### src/rtl/tps_pkg.sv
// ----------------------------------------------------------------------------
// tps_pkg
// Shared types, widths and fixed-point constants of the tidal phase series.
// ----------------------------------------------------------------------------
`default_nettype none

package tps_pkg;

  // port widths
  localparam int FREQ_W    = 24;
  localparam int PHASE_W   = 32;
  localparam int CFG_W     = 24;
  localparam int CFG_IDX_W = 3;

  // register indexes
  localparam logic [CFG_IDX_W-1:0] REG_MASS_A   = 3'd0;
  localparam logic [CFG_IDX_W-1:0] REG_MASS_B   = 3'd1;
  localparam logic [CFG_IDX_W-1:0] REG_DEFORM_A = 3'd2;
  localparam logic [CFG_IDX_W-1:0] REG_DEFORM_B = 3'd3;

  // register reset values
  localparam logic [CFG_W-1:0] MASS_RESET   = 24'h010000;
  localparam logic [CFG_W-1:0] DEFORM_RESET = 24'h000000;

  // rational correction coefficients, Q16
  localparam logic signed [63:0] K_N1   = -64'sd1142161;
  localparam logic signed [63:0] K_N32  = 64'sd2088436;
  localparam logic signed [63:0] K_N2   = -64'sd1731068;
  localparam logic signed [63:0] K_N52  = 64'sd4086956;
  localparam logic signed [63:0] K_D1   = -64'sd1305739;
  localparam logic signed [63:0] K_D32  = 64'sd2365129;
  localparam logic signed [63:0] K_ONE48 = 64'sd281474976710656;

  // prefactor scale 7.3125 in Q4
  localparam logic [7:0] K_PREF = 8'd117;

  // clamp for prefactor chain, 2^62
  localparam logic [63:0] CAP62 = 64'h4000_0000_0000_0000;

  // saturated phase codes
  localparam logic [PHASE_W-1:0] PHASE_MAX = 32'h7FFF_FFFF;
  localparam logic [PHASE_W-1:0] PHASE_MIN = 32'h8000_0000;

  // pipeline depths and widths
  localparam int ROOT_STEPS = 20;   // cube root result bits
  localparam int NUM_W      = 32;   // magnitude of truncated num and den
  localparam int DIV_W      = 56;   // quotient bits of the ratio divider

  // queue entry between front and back
  typedef struct packed {
    logic              valid;
    logic [FREQ_W-1:0] f;
  } head_t;

  // prefactor status toward the back part
  typedef struct packed {
    logic        busy;
    logic        sat;
    logic [62:0] value;
  } pref_t;

  // cube root stage payload
  typedef struct packed {
    logic [FREQ_W-1:0] f;
    logic [19:0]       c;
    logic [39:0]       c2;
    logic [59:0]       c3;
  } root_t;

  // flags carried alongside the ratio
  typedef struct packed {
    logic [30:0] x25;
    logic        qneg;
    logic        den_zero;
    logic        num_zero;
    logic        num_pos;
  } side_t;

  // divider stage payload
  typedef struct packed {
    logic [DIV_W-1:0] dq;
    logic [NUM_W-1:0] rem;
    logic [NUM_W-1:0] ad;
    side_t            side;
  } div_t;

endpackage

`default_nettype wire

### src/rtl/tps_pref.sv
// ----------------------------------------------------------------------------
// tps_pref
// Configuration registers and the sequencer that derives the prefactor P
// from masses and deformabilities with one shared divider and multiplier.
// ----------------------------------------------------------------------------
`default_nettype none

module tps_pref import tps_pkg::*; (
  input  logic                 clk,
  input  logic                 rst,
  input  logic                 cfg_we,
  input  logic [CFG_IDX_W-1:0] cfg_index,
  input  logic [CFG_W-1:0]     cfg_data,
  output pref_t                pref
);

  // sequencer steps
  localparam logic [4:0] OP_XA   = 5'd0;
  localparam logic [4:0] OP_XB   = 5'd1;
  localparam logic [4:0] OP_R    = 5'd2;
  localparam logic [4:0] OP_Q    = 5'd3;
  localparam logic [4:0] OP_A1   = 5'd4;
  localparam logic [4:0] OP_A2   = 5'd5;
  localparam logic [4:0] OP_A3   = 5'd6;
  localparam logic [4:0] OP_A4   = 5'd7;
  localparam logic [4:0] OP_A5   = 5'd8;
  localparam logic [4:0] OP_B1   = 5'd9;
  localparam logic [4:0] OP_B2   = 5'd10;
  localparam logic [4:0] OP_B3   = 5'd11;
  localparam logic [4:0] OP_B4   = 5'd12;
  localparam logic [4:0] OP_B5   = 5'd13;
  localparam logic [4:0] OP_SUM  = 5'd14;
  localparam logic [4:0] OP_PREF = 5'd15;

  // product shift codes
  localparam logic [1:0] SH4  = 2'd0;
  localparam logic [1:0] SH8  = 2'd1;
  localparam logic [1:0] SH32 = 2'd2;

  localparam int         PDIV_W   = 56;
  localparam logic [5:0] DIV_LAST = 6'(PDIV_W - 1);
  localparam logic [5:0] MUL_FIN  = 6'd4;

  logic [CFG_W-1:0] mass_a, mass_b, deform_a, deform_b;

  logic [4:0]   op;
  logic [5:0]   cnt;
  logic         ld;
  logic         busy;
  logic         sat;
  logic [62:0]  value;
  logic [55:0]  xa, xb, rr, qq;
  logic [63:0]  t, ta;
  logic [127:0] acc;
  logic [55:0]  dq;
  logic [24:0]  rem;

  logic             swap;
  logic [CFG_W-1:0] m1, m2, l1, l2;
  logic [24:0]      mt;
  logic [CFG_W-1:0] dm;
  logic [24:0]      dsor;
  logic [25:0]      rem_sh;
  logic             div_ge;
  logic [25:0]      rem_diff;
  logic [24:0]      rem_next;
  logic [55:0]      dq_next;
  logic [63:0]      ma, mb;
  logic [1:0]       msh;
  logic [31:0]      a_part, b_part;
  logic [63:0]      pp;
  logic [127:0]     pp_w;
  logic [127:0]     shifted;
  logic             msat;
  logic [63:0]      mres;
  logic [64:0]      s65;
  logic             ssat;
  logic [63:0]      sres;

  // heavier mass first, ties count as swapped
  assign swap = !(mass_a > mass_b);
  assign m1   = swap ? mass_b : mass_a;
  assign m2   = swap ? mass_a : mass_b;
  assign l1   = swap ? deform_b : deform_a;
  assign l2   = swap ? deform_a : deform_b;
  assign mt   = {1'b0, m1} + {1'b0, m2};

  // divider operands
  always_comb begin
    unique case (op[1:0])
      2'd0: begin dm = m1; dsor = mt; end
      2'd1: begin dm = m2; dsor = mt; end
      2'd2: begin dm = m1; dsor = {1'b0, m2}; end
      default: begin dm = m2; dsor = {1'b0, m1}; end
    endcase
  end

  // one restoring division bit per cycle
  assign rem_sh   = {rem, dq[55]};
  assign div_ge   = rem_sh >= {1'b0, dsor};
  assign rem_diff = rem_sh - {1'b0, dsor};
  assign rem_next = div_ge ? rem_diff[24:0] : rem_sh[24:0];
  assign dq_next  = {dq[54:0], div_ge};

  // multiplier operands
  always_comb begin
    ma  = t;
    mb  = t;
    msh = SH32;
    case (op)
      OP_A1:   begin ma = {8'd0, xa}; mb = {8'd0, xa}; end
      OP_A2:   begin mb = {8'd0, xa}; end
      OP_A3:   begin mb = {40'd0, l1}; msh = SH8; end
      OP_A4,
      OP_A5:   begin mb = {8'd0, rr}; end
      OP_B1:   begin ma = {8'd0, xb}; mb = {8'd0, xb}; end
      OP_B2:   begin mb = {8'd0, xb}; end
      OP_B3:   begin mb = {40'd0, l2}; msh = SH8; end
      OP_B4,
      OP_B5:   begin mb = {8'd0, qq}; end
      OP_PREF: begin mb = {56'd0, K_PREF}; msh = SH4; end
      default: ;
    endcase
  end

  // one 32x32 partial product per cycle
  assign a_part = cnt[0] ? ma[63:32] : ma[31:0];
  assign b_part = cnt[1] ? mb[63:32] : mb[31:0];
  assign pp     = a_part * b_part;

  always_comb begin
    unique case (cnt[1:0])
      2'd0:    pp_w = {64'd0, pp};
      2'd3:    pp_w = {pp, 64'd0};
      default: pp_w = {32'd0, pp, 32'd0};
    endcase
  end

  // scale and clamp the finished product
  always_comb begin
    unique case (msh)
      SH4:     shifted = acc >> 4;
      SH8:     shifted = acc >> 8;
      default: shifted = acc >> 32;
    endcase
  end

  assign msat = (|shifted[127:64]) || (shifted[63:0] > CAP62);
  assign mres = msat ? CAP62 : shifted[63:0];

  // sum of the two side terms
  assign s65  = {1'b0, ta} + {1'b0, t};
  assign ssat = s65 > {1'b0, CAP62};
  assign sres = ssat ? CAP62 : s65[63:0];

  // registers and sequencer
  always_ff @(posedge clk) begin
    if (rst) begin
      mass_a   <= MASS_RESET;
      mass_b   <= MASS_RESET;
      deform_a <= DEFORM_RESET;
      deform_b <= DEFORM_RESET;
      busy     <= 1'b1;
      op       <= OP_XA;
      ld       <= 1'b1;
      sat      <= 1'b0;
      cnt      <= '0;
    end else if (cfg_we) begin
      unique case (cfg_index)
        REG_MASS_A:   mass_a   <= cfg_data;
        REG_MASS_B:   mass_b   <= cfg_data;
        REG_DEFORM_A: deform_a <= cfg_data;
        REG_DEFORM_B: deform_b <= cfg_data;
        default: ;
      endcase
      busy <= 1'b1;
      op   <= OP_XA;
      ld   <= 1'b1;
      sat  <= 1'b0;
    end else if (busy) begin
      if (ld) begin
        cnt <= '0;
        acc <= '0;
        dq  <= {dm, 32'd0};
        rem <= '0;
        if (op == OP_XA && m2 == '0) begin
          sat   <= 1'b1;
          value <= '0;
          busy  <= 1'b0;
        end else if (op == OP_SUM) begin
          t   <= sres;
          sat <= sat | ssat;
          op  <= op + 5'd1;
        end else begin
          ld <= 1'b0;
        end
      end else if (op <= OP_Q) begin
        dq  <= dq_next;
        rem <= rem_next;
        cnt <= cnt + 6'd1;
        if (cnt == DIV_LAST) begin
          unique case (op[1:0])
            2'd0:    xa <= dq_next;
            2'd1:    xb <= dq_next;
            2'd2:    rr <= dq_next;
            default: qq <= dq_next;
          endcase
          op <= op + 5'd1;
          ld <= 1'b1;
        end
      end else begin
        if (cnt == MUL_FIN) begin
          t   <= mres;
          sat <= sat | msat;
          if (op == OP_A5) begin
            ta <= mres;
          end
          if (op == OP_PREF) begin
            value <= mres[62:0];
            busy  <= 1'b0;
          end
          op <= op + 5'd1;
          ld <= 1'b1;
        end else begin
          acc <= acc + pp_w;
          cnt <= cnt + 6'd1;
        end
      end
    end
  end

  assign pref.busy  = busy;
  assign pref.sat   = sat;
  assign pref.value = value;

endmodule

`default_nettype wire

### config.mk
export PLATFORM = sky130hd
export DESIGN_NAME = tps_pref
export DESIGN_NICKNAME = d
export VERILOG_FILES = /design/src/rtl/tps_pkg.sv /design/src/rtl/tps_pref.sv
export SDC_FILE = /design/constraint.sdc
export NUM_CORES = 2
export LEC_CHECK = 0
export ABC_AREA = 0
export ABC_CLOCK_PERIOD_IN_PS = 13300
export BUFFER_PORTS_ARGS = -buffer_cell sky130_fd_sc_hd__buf_2
export CAP_MARGIN = 10
export CORE_MARGIN = 1
export CORE_UTILIZATION = 40
export CTS_CLUSTER_DIAMETER = 120
export DETAILED_ROUTE_END_ITERATION = 7
export MAX_ROUTING_LAYER = met4
export PLACE_DENSITY = 0.68
export SYNTH_ARGS = -nofsm -noshare
export SYNTH_HDL_FRONTEND = slang
export SYNTH_SLANG_ARGS = --single-unit
export TNS_END_PERCENT = 50
### constraint.sdc
create_clock -name clk -period 13.3 [get_ports clk]
set_clock_uncertainty 0.15 [all_clocks]
set_input_delay 2.66 -clock clk [delete_from_list [all_inputs] [get_ports clk]]
set_output_delay 2.66 -clock clk [all_outputs]
set_load 0.005 [all_outputs]
==> Word-level counts from Yosys, hierarchy flattened <==
Index checks and enable logic that the tools add are counted.
Widths: inputs -> output; s select.
{ "classes": {"n_bitwise": 7, "order_cmp": 5, "mul": 1, "addsub": 6, "reduce_logical": 38, "muxes": 57, "n_eq_ne": 29} }
{ "ops": {"columns": ["op", "count"], "rows": [
  ["$mux 64", 7],
  ["$pmux 64 s7", 1],
  ["$mux 63", 5],
  ["$mux 128", 2],
  ["$pmux 128 s2", 1],
  ["$pmux 124 s2", 1],
  ["$add 128x128->128", 1],
  ["$pmux 64 s2", 1],
  ["$mux 24", 5],
  ["$mux 56", 2],
  ["$add 64x64->65", 1],
  ["$gt 65x63->1 const B", 1],
  ["$gt 64x63->1 const B", 1],
  ["$mul 32x32->64", 1],
  ["$mux 32", 2],
  ["$reduce_or 64->1", 1],
  ["$mux 25", 2],
  ["$pmux 25 s2", 1],
  ["$reduce_and 7->1", 7],
  ["$eq 5x4->1 const B", 8],
  ["$mux 5", 6],
  ["$ge 26x25->1", 1],
  ["$add 24x24->25", 1],
  ["$sub 25x25->25", 1],
  ["35 further kinds", 83]
]} }
{ "word_totals": {"input_bits": 30, "output_inout_bits": 65, "wordCells": 163, "regBits": 734} }

==> Logic depth before layout (Yosys ltp) <==
{ "depth": {"ltp_word": 12, "mapped_depth": 62, "ltp_nobuf": 56} }

==> Least setup slack after synthesis <==
Ideal clock, no wire load.
{ "synth_timing": {"path_kind": "reg-to-reg", "from": "register op[3]", "to": "register acc[108] (data pin)", "path_stages_with_launch": 59, "n_path_buf": 13, "arrival_time_ps": 14281, "required_time_ps": 12890, "period_less_slack_ps": 14691, "slack_ps": -1391, "cell_sequence": "dfxtp_1 -> buf_1 -> clkbuf_1 -> clkbuf_1 -> clkbuf_1 -> and3_1 -> ha_1 -> clkbuf_1 -> buf_1 -> buf_1 -> nor2_1 -> and2_1 -> clkbuf_1 -> clkbuf_1 -> buf_1 -> nand2_1 -> a32o_1 -> clkbuf_1 -> [23 not listed] -> a21oi_1 -> o21ai_0 -> xor2_1 -> a22o_1 -> ha_1 -> clkbuf_1 -> a21oi_1 -> o21ai_0 -> a21o_1 -> a21o_1 -> a221o_1 -> nor2_1 -> o21ai_1 -> a2111oi_0 -> nor2_1 -> a21bo_2 -> a21boi_1 -> mux2_2"} }
{ "synth_between": {"elab_chain_cells": 9, "word_cells_on_any_way": 24, "cone_classes": "add/sub: 1; mul: 1; eq/ne: 11; mux: 7; reduce/logical: 4"} }
{ "synth_lines": {"columns": ["element", "line_no", "source"], "rows": [
  ["start, declared", "tps_pref.sv:46", "logic [4:0] op;"],
  ["start signal, assigned", "tps_pref.sv:193", "op <= op + 5'd1;"],
  ["start signal, assigned", "tps_pref.sv:208", "op <= op + 5'd1;"],
  ["start signal, assigned", "tps_pref.sv:222", "op <= op + 5'd1;"],
  ["$eq 5x4->1 / $eq 5x3->1 (equally long branches)", "tps_pref.sv:110", "case (op)"],
  ["$reduce_or 2->1, on equally long branches", null, null],
  ["$pmux 64 s7", "tps_pref.sv:110", null],
  ["$mux 32", "tps_pref.sv:128", "assign b_part = cnt[1] ? mb[63:32] : mb[31:0];"],
  ["$mul 32x32->64 (*)", "tps_pref.sv:129", "assign pp = a_part * b_part;"],
  ["$pmux 128 s2 (*)", "tps_pref.sv:132", "unique case (cnt[1:0])"],
  ["$add 128x128->128 (*)", "tps_pref.sv:225", "acc <= acc + pp_w;"],
  ["$mux 128 (*)", "tps_pref.sv:212", "if (cnt == MUL_FIN) begin"],
  ["$mux 128 (*)", "tps_pref.sv:197", "end else if (op <= OP_Q) begin"],
  ["end signal, assigned", "tps_pref.sv:225", null],
  ["end, declared", "tps_pref.sv:54", "logic [127:0] acc;"]
]} }
Every way passes the cells marked *; elsewhere a longest branch is shown, timed or not. The select of a mux whose other input is x is not followed.
A chain may end at the register's enable or synchronous reset.

==> Final worst setup path <==
{ "layout_timing": {"from": "register mass_b[1]", "to": "register acc[108] (data pin)"} }
{ "layout_between": {"elab_chain_cells": 9, "word_cells_on_any_way": 10, "cone_classes": "add/sub: 1; mul: 1; order compare: 1; mux: 7"} }
{ "layout_lines": {"columns": ["element", "line_no", "source"], "rows": [
  ["start, declared", "tps_pref.sv:44", "logic [CFG_W-1:0] mass_a, mass_b, deform_a, deform_b;"],
  ["start signal, assigned", "tps_pref.sv:171", "REG_MASS_B: mass_b <= cfg_data;"],
  ["$gt 24x24->1 (*)", "tps_pref.sv:81", "assign swap = !(mass_a > mass_b);"],
  ["$mux 24, on equally long branches", "tps_pref.sv:85, tps_pref.sv:84", null],
  ["$pmux 64 s7 (*)", "tps_pref.sv:110", null],
  ["$mux 32 (*)", "tps_pref.sv:128", null],
  ["$mul 32x32->64 (*)", "tps_pref.sv:129", null],
  ["$pmux 128 s2 (*)", "tps_pref.sv:132", null],
  ["$add 128x128->128 (*)", "tps_pref.sv:225", null],
  ["$mux 128 (*)", "tps_pref.sv:212", null],
  ["$mux 128 (*)", "tps_pref.sv:197", null]
]} }
Marks and branches as above.

==> flow_summary.toml <==
[outcome]
status = "finished with violations"
violations = "DRC, setup timing"

[logic_synthesis]
synth_cell_type_count = 93
synth_top_area_share_pct = 23.6
ys_top_cells_by_area = "edfxtp_1 24%, fa_1 23%, ha_1 8.5%"
synth_most_common_cell = "inv_1"
seq_area_frac_synth_pct = 26.4
ys_warn_count = 0
syn-mean-instance-area_um2 = 9.08
ys.flop_type = "edfxtp_1"
synth_edf_count = 624
async_flop_share_pct = 0
synthTopCellsByCount = "1,146 x inv_1, 1,116 x nor2_1, 1,064 x nand2_1"
yosys.area.top_type = "edfxtp_1"
yosys_register_bits = 734
synth.cell_area_um2 = 79300
netlist_instances = 8727

[routing]
drc = 1
first_pass_iters = 8
routed_wl_um = 342000
viasPerCell = 5.72
ant_nets = 0
routedWlPerCell_um = 27.0
drt_iter0_markers = 7992
num_vias = 72700

[global_routing]
grt_max_degree = 144
antenna_found_initial = 13
grt_pass1_wl_um = 493000
grt_overflow_total = 0
grt_pass1_vias = 72600
track_usage_pct = 34.9

[floorplan]
die_y_um = 447
fp-row-count = 163
floorplan.initialDensity_pct = 40.2
die_w_um = 447
io_pins = 95
core_area_um2 = 197000
die-area_um2 = 200000

[worst_setup_path]
end_kind = "flop"
worst_path_max_delay_cell = "fa_1"
cp-start-kind = "flop"
worstSetupPathType = "flop to flop"
required_ps = 13610
max_stage_delay_ps = 610
cp_max_fo = 6
cpMostUsedCell = "fa_1"
arrival_ps = 13740
worst_r2r_path_depth = 58

[layout]
num-nets-final = 11400
final_area_um2 = 100000
area_delta_synth_final_pct = 26.7
num-fill-cells = 18200
finalNonFillerCells = 12700
drive_above_1_share_pct = 23.7

[placed_design]
dpl.hpwl_um = 277000
dpl_cell_area_um2 = 93800
routabilityCongestion = 1.07
pre_cts_slack_ps = -1330
port_buffers = 94
dp_cells = 12400

[sta]
relSlewSlack_pct = 2.19
setup_slack_ps = -124
finalCritPeriodShare_pct = 101
worst_pin_slew_ps = 1470
hold_ws_ps = 307
slew_violations = 0
setup_violations = 6
layout_min_cycle_time_ps = 13420
final_hold_viol_count = 0
fmax_ghz = 0.0745
rsz0062_at_grt = "yes"

[clock_network]
insertion_delay_ps = 760
cts_root_buf = "clkbuf_16"
tritoncts = "done"
clk_path_buf_depth = 3
cts_sinks = 734
clk_pin_slew_worst_paths_ps = 60
cts_buffers = 86
htreeDepth = 3

[hold_path]
whs_path_depth = 2
hold_path_class = "flop to flop"

[run]
maxCapViolations = 0
kinds of logic (layout without fill, tap and decap cells):
logic type / count (synthesis) / in the layout / share of synthesized area (%)
AOI/OAI and AO/OA: 1689 / 1689 / 14.1
xor gates and xnor gates: 283 / 283 / 3.14
buffers and inverters: 1604 / 2916 / 7.66
DFF: 734 / 734 / 26.4
and+or+nand+nor: 2800 / 2800 / 15.1
other: 1 / 14 / 0.00473
muxes: 175 / 175 / 2.26
adders and majority gates: 1441 / 1441 / 31.3
layer usage:
| metal | track usage, % | routed length (um) | vias to the layer above |
|---|---|---|---|
| met5 | - | 0 | - |
| met4 | 16.5 | 20600 | 0 |
| met3 | 6.82 | 33800 | 829 |
| met2 | 52.5 | 151000 | 3862 |
| met1 | 45.2 | 136000 | 36300 |
| li1 | - | - | 31700 |
cells in the final DEF (no fill, tap or decap), types with 84 or more instances in the layout:
cell / count
buf_4: 1336
inv_1: 1127
nor2_1: 1054
nand2_1: 1039
fa_1: 859
edfxtp_1: 624
ha_1: 492
a21oi_1: 485
o21ai_0: 188
a21o_1: 161
xnor2_1: 150
mux2i_1: 139
buf_12: 134
nand4_1: 102
dfxtp_1: 100
and2_1: 99
xor2_1: 97
buf_2: 94
clkbuf_16: 90
nand3_1: 84
area by class of cell:
cell class	instances	area [um^2]	area share [%]
Multi-Input combinational cell	6390	55200	54.9
Sequential cell	734	21000	20.9
Timing Repair Buffer	1609	13800	13.7
Inverter	1148	4310	4.29
Tap cell	2640	3300	3.29
Clock buffer	107	2320	2.31
Clock inverter	52	572	0.569
Antenna cell	12	30.0	0.0299
worst max-delay path, delay by kind of cell (launching register included):
kind / cells / cell delay, ps
XOR/XNOR: 1 / 80
flip-flops: 1 / 320
AND/OR/NAND/NOR: 10 / 1430
adder cells (fa/ha/maj): 11 / 4860
multiplexers: 2 / 510
buffers and inverters: 13 / 1670
AO/OA/AOI/OAI: 21 / 4040
flip-flops by register name, summed over array words and instances, names as in the netlist, 56 cells and up:
register,flops
acc,128
dq,56
qq,56
rr,56
t,64
ta,64
value,63
xa,56
xb,56
per-stage QoR:
step	TNS [ps]	utilization (%)
final	-471	51.0
after global routing	-10130	51.0
after CTS	-1830	49.8
after detailed placement	-54100	47.6
after global placement	-46700	47.6
after floorplan	0	-
final timing paths:
check / slack, ps / to / startpoint
worst min register to register: 310 / deform_a[16] / deform_a[16]
worst min-delay path: 310 / deform_a[16] / deform_a[16]
worst max register to register: -120 / acc[108] / mass_b[1]
worst max-delay path: -120 / acc[108] / mass_b[1]
what timing repair did:
action / CTS / global route
pin swaps: 96 / 187
endpoints found under the hold margin: 0 / 0
gates resized for setup: 254 / 387
setup buffers: 36 / 57
endpoints found under the setup margin: 79 / 87
hold buffers: 0 / 0
gates cloned: 3 / 3
Power is not shown: default switching activity piles up to over one toggle a cycle in this logic, so the estimate is an artifact.
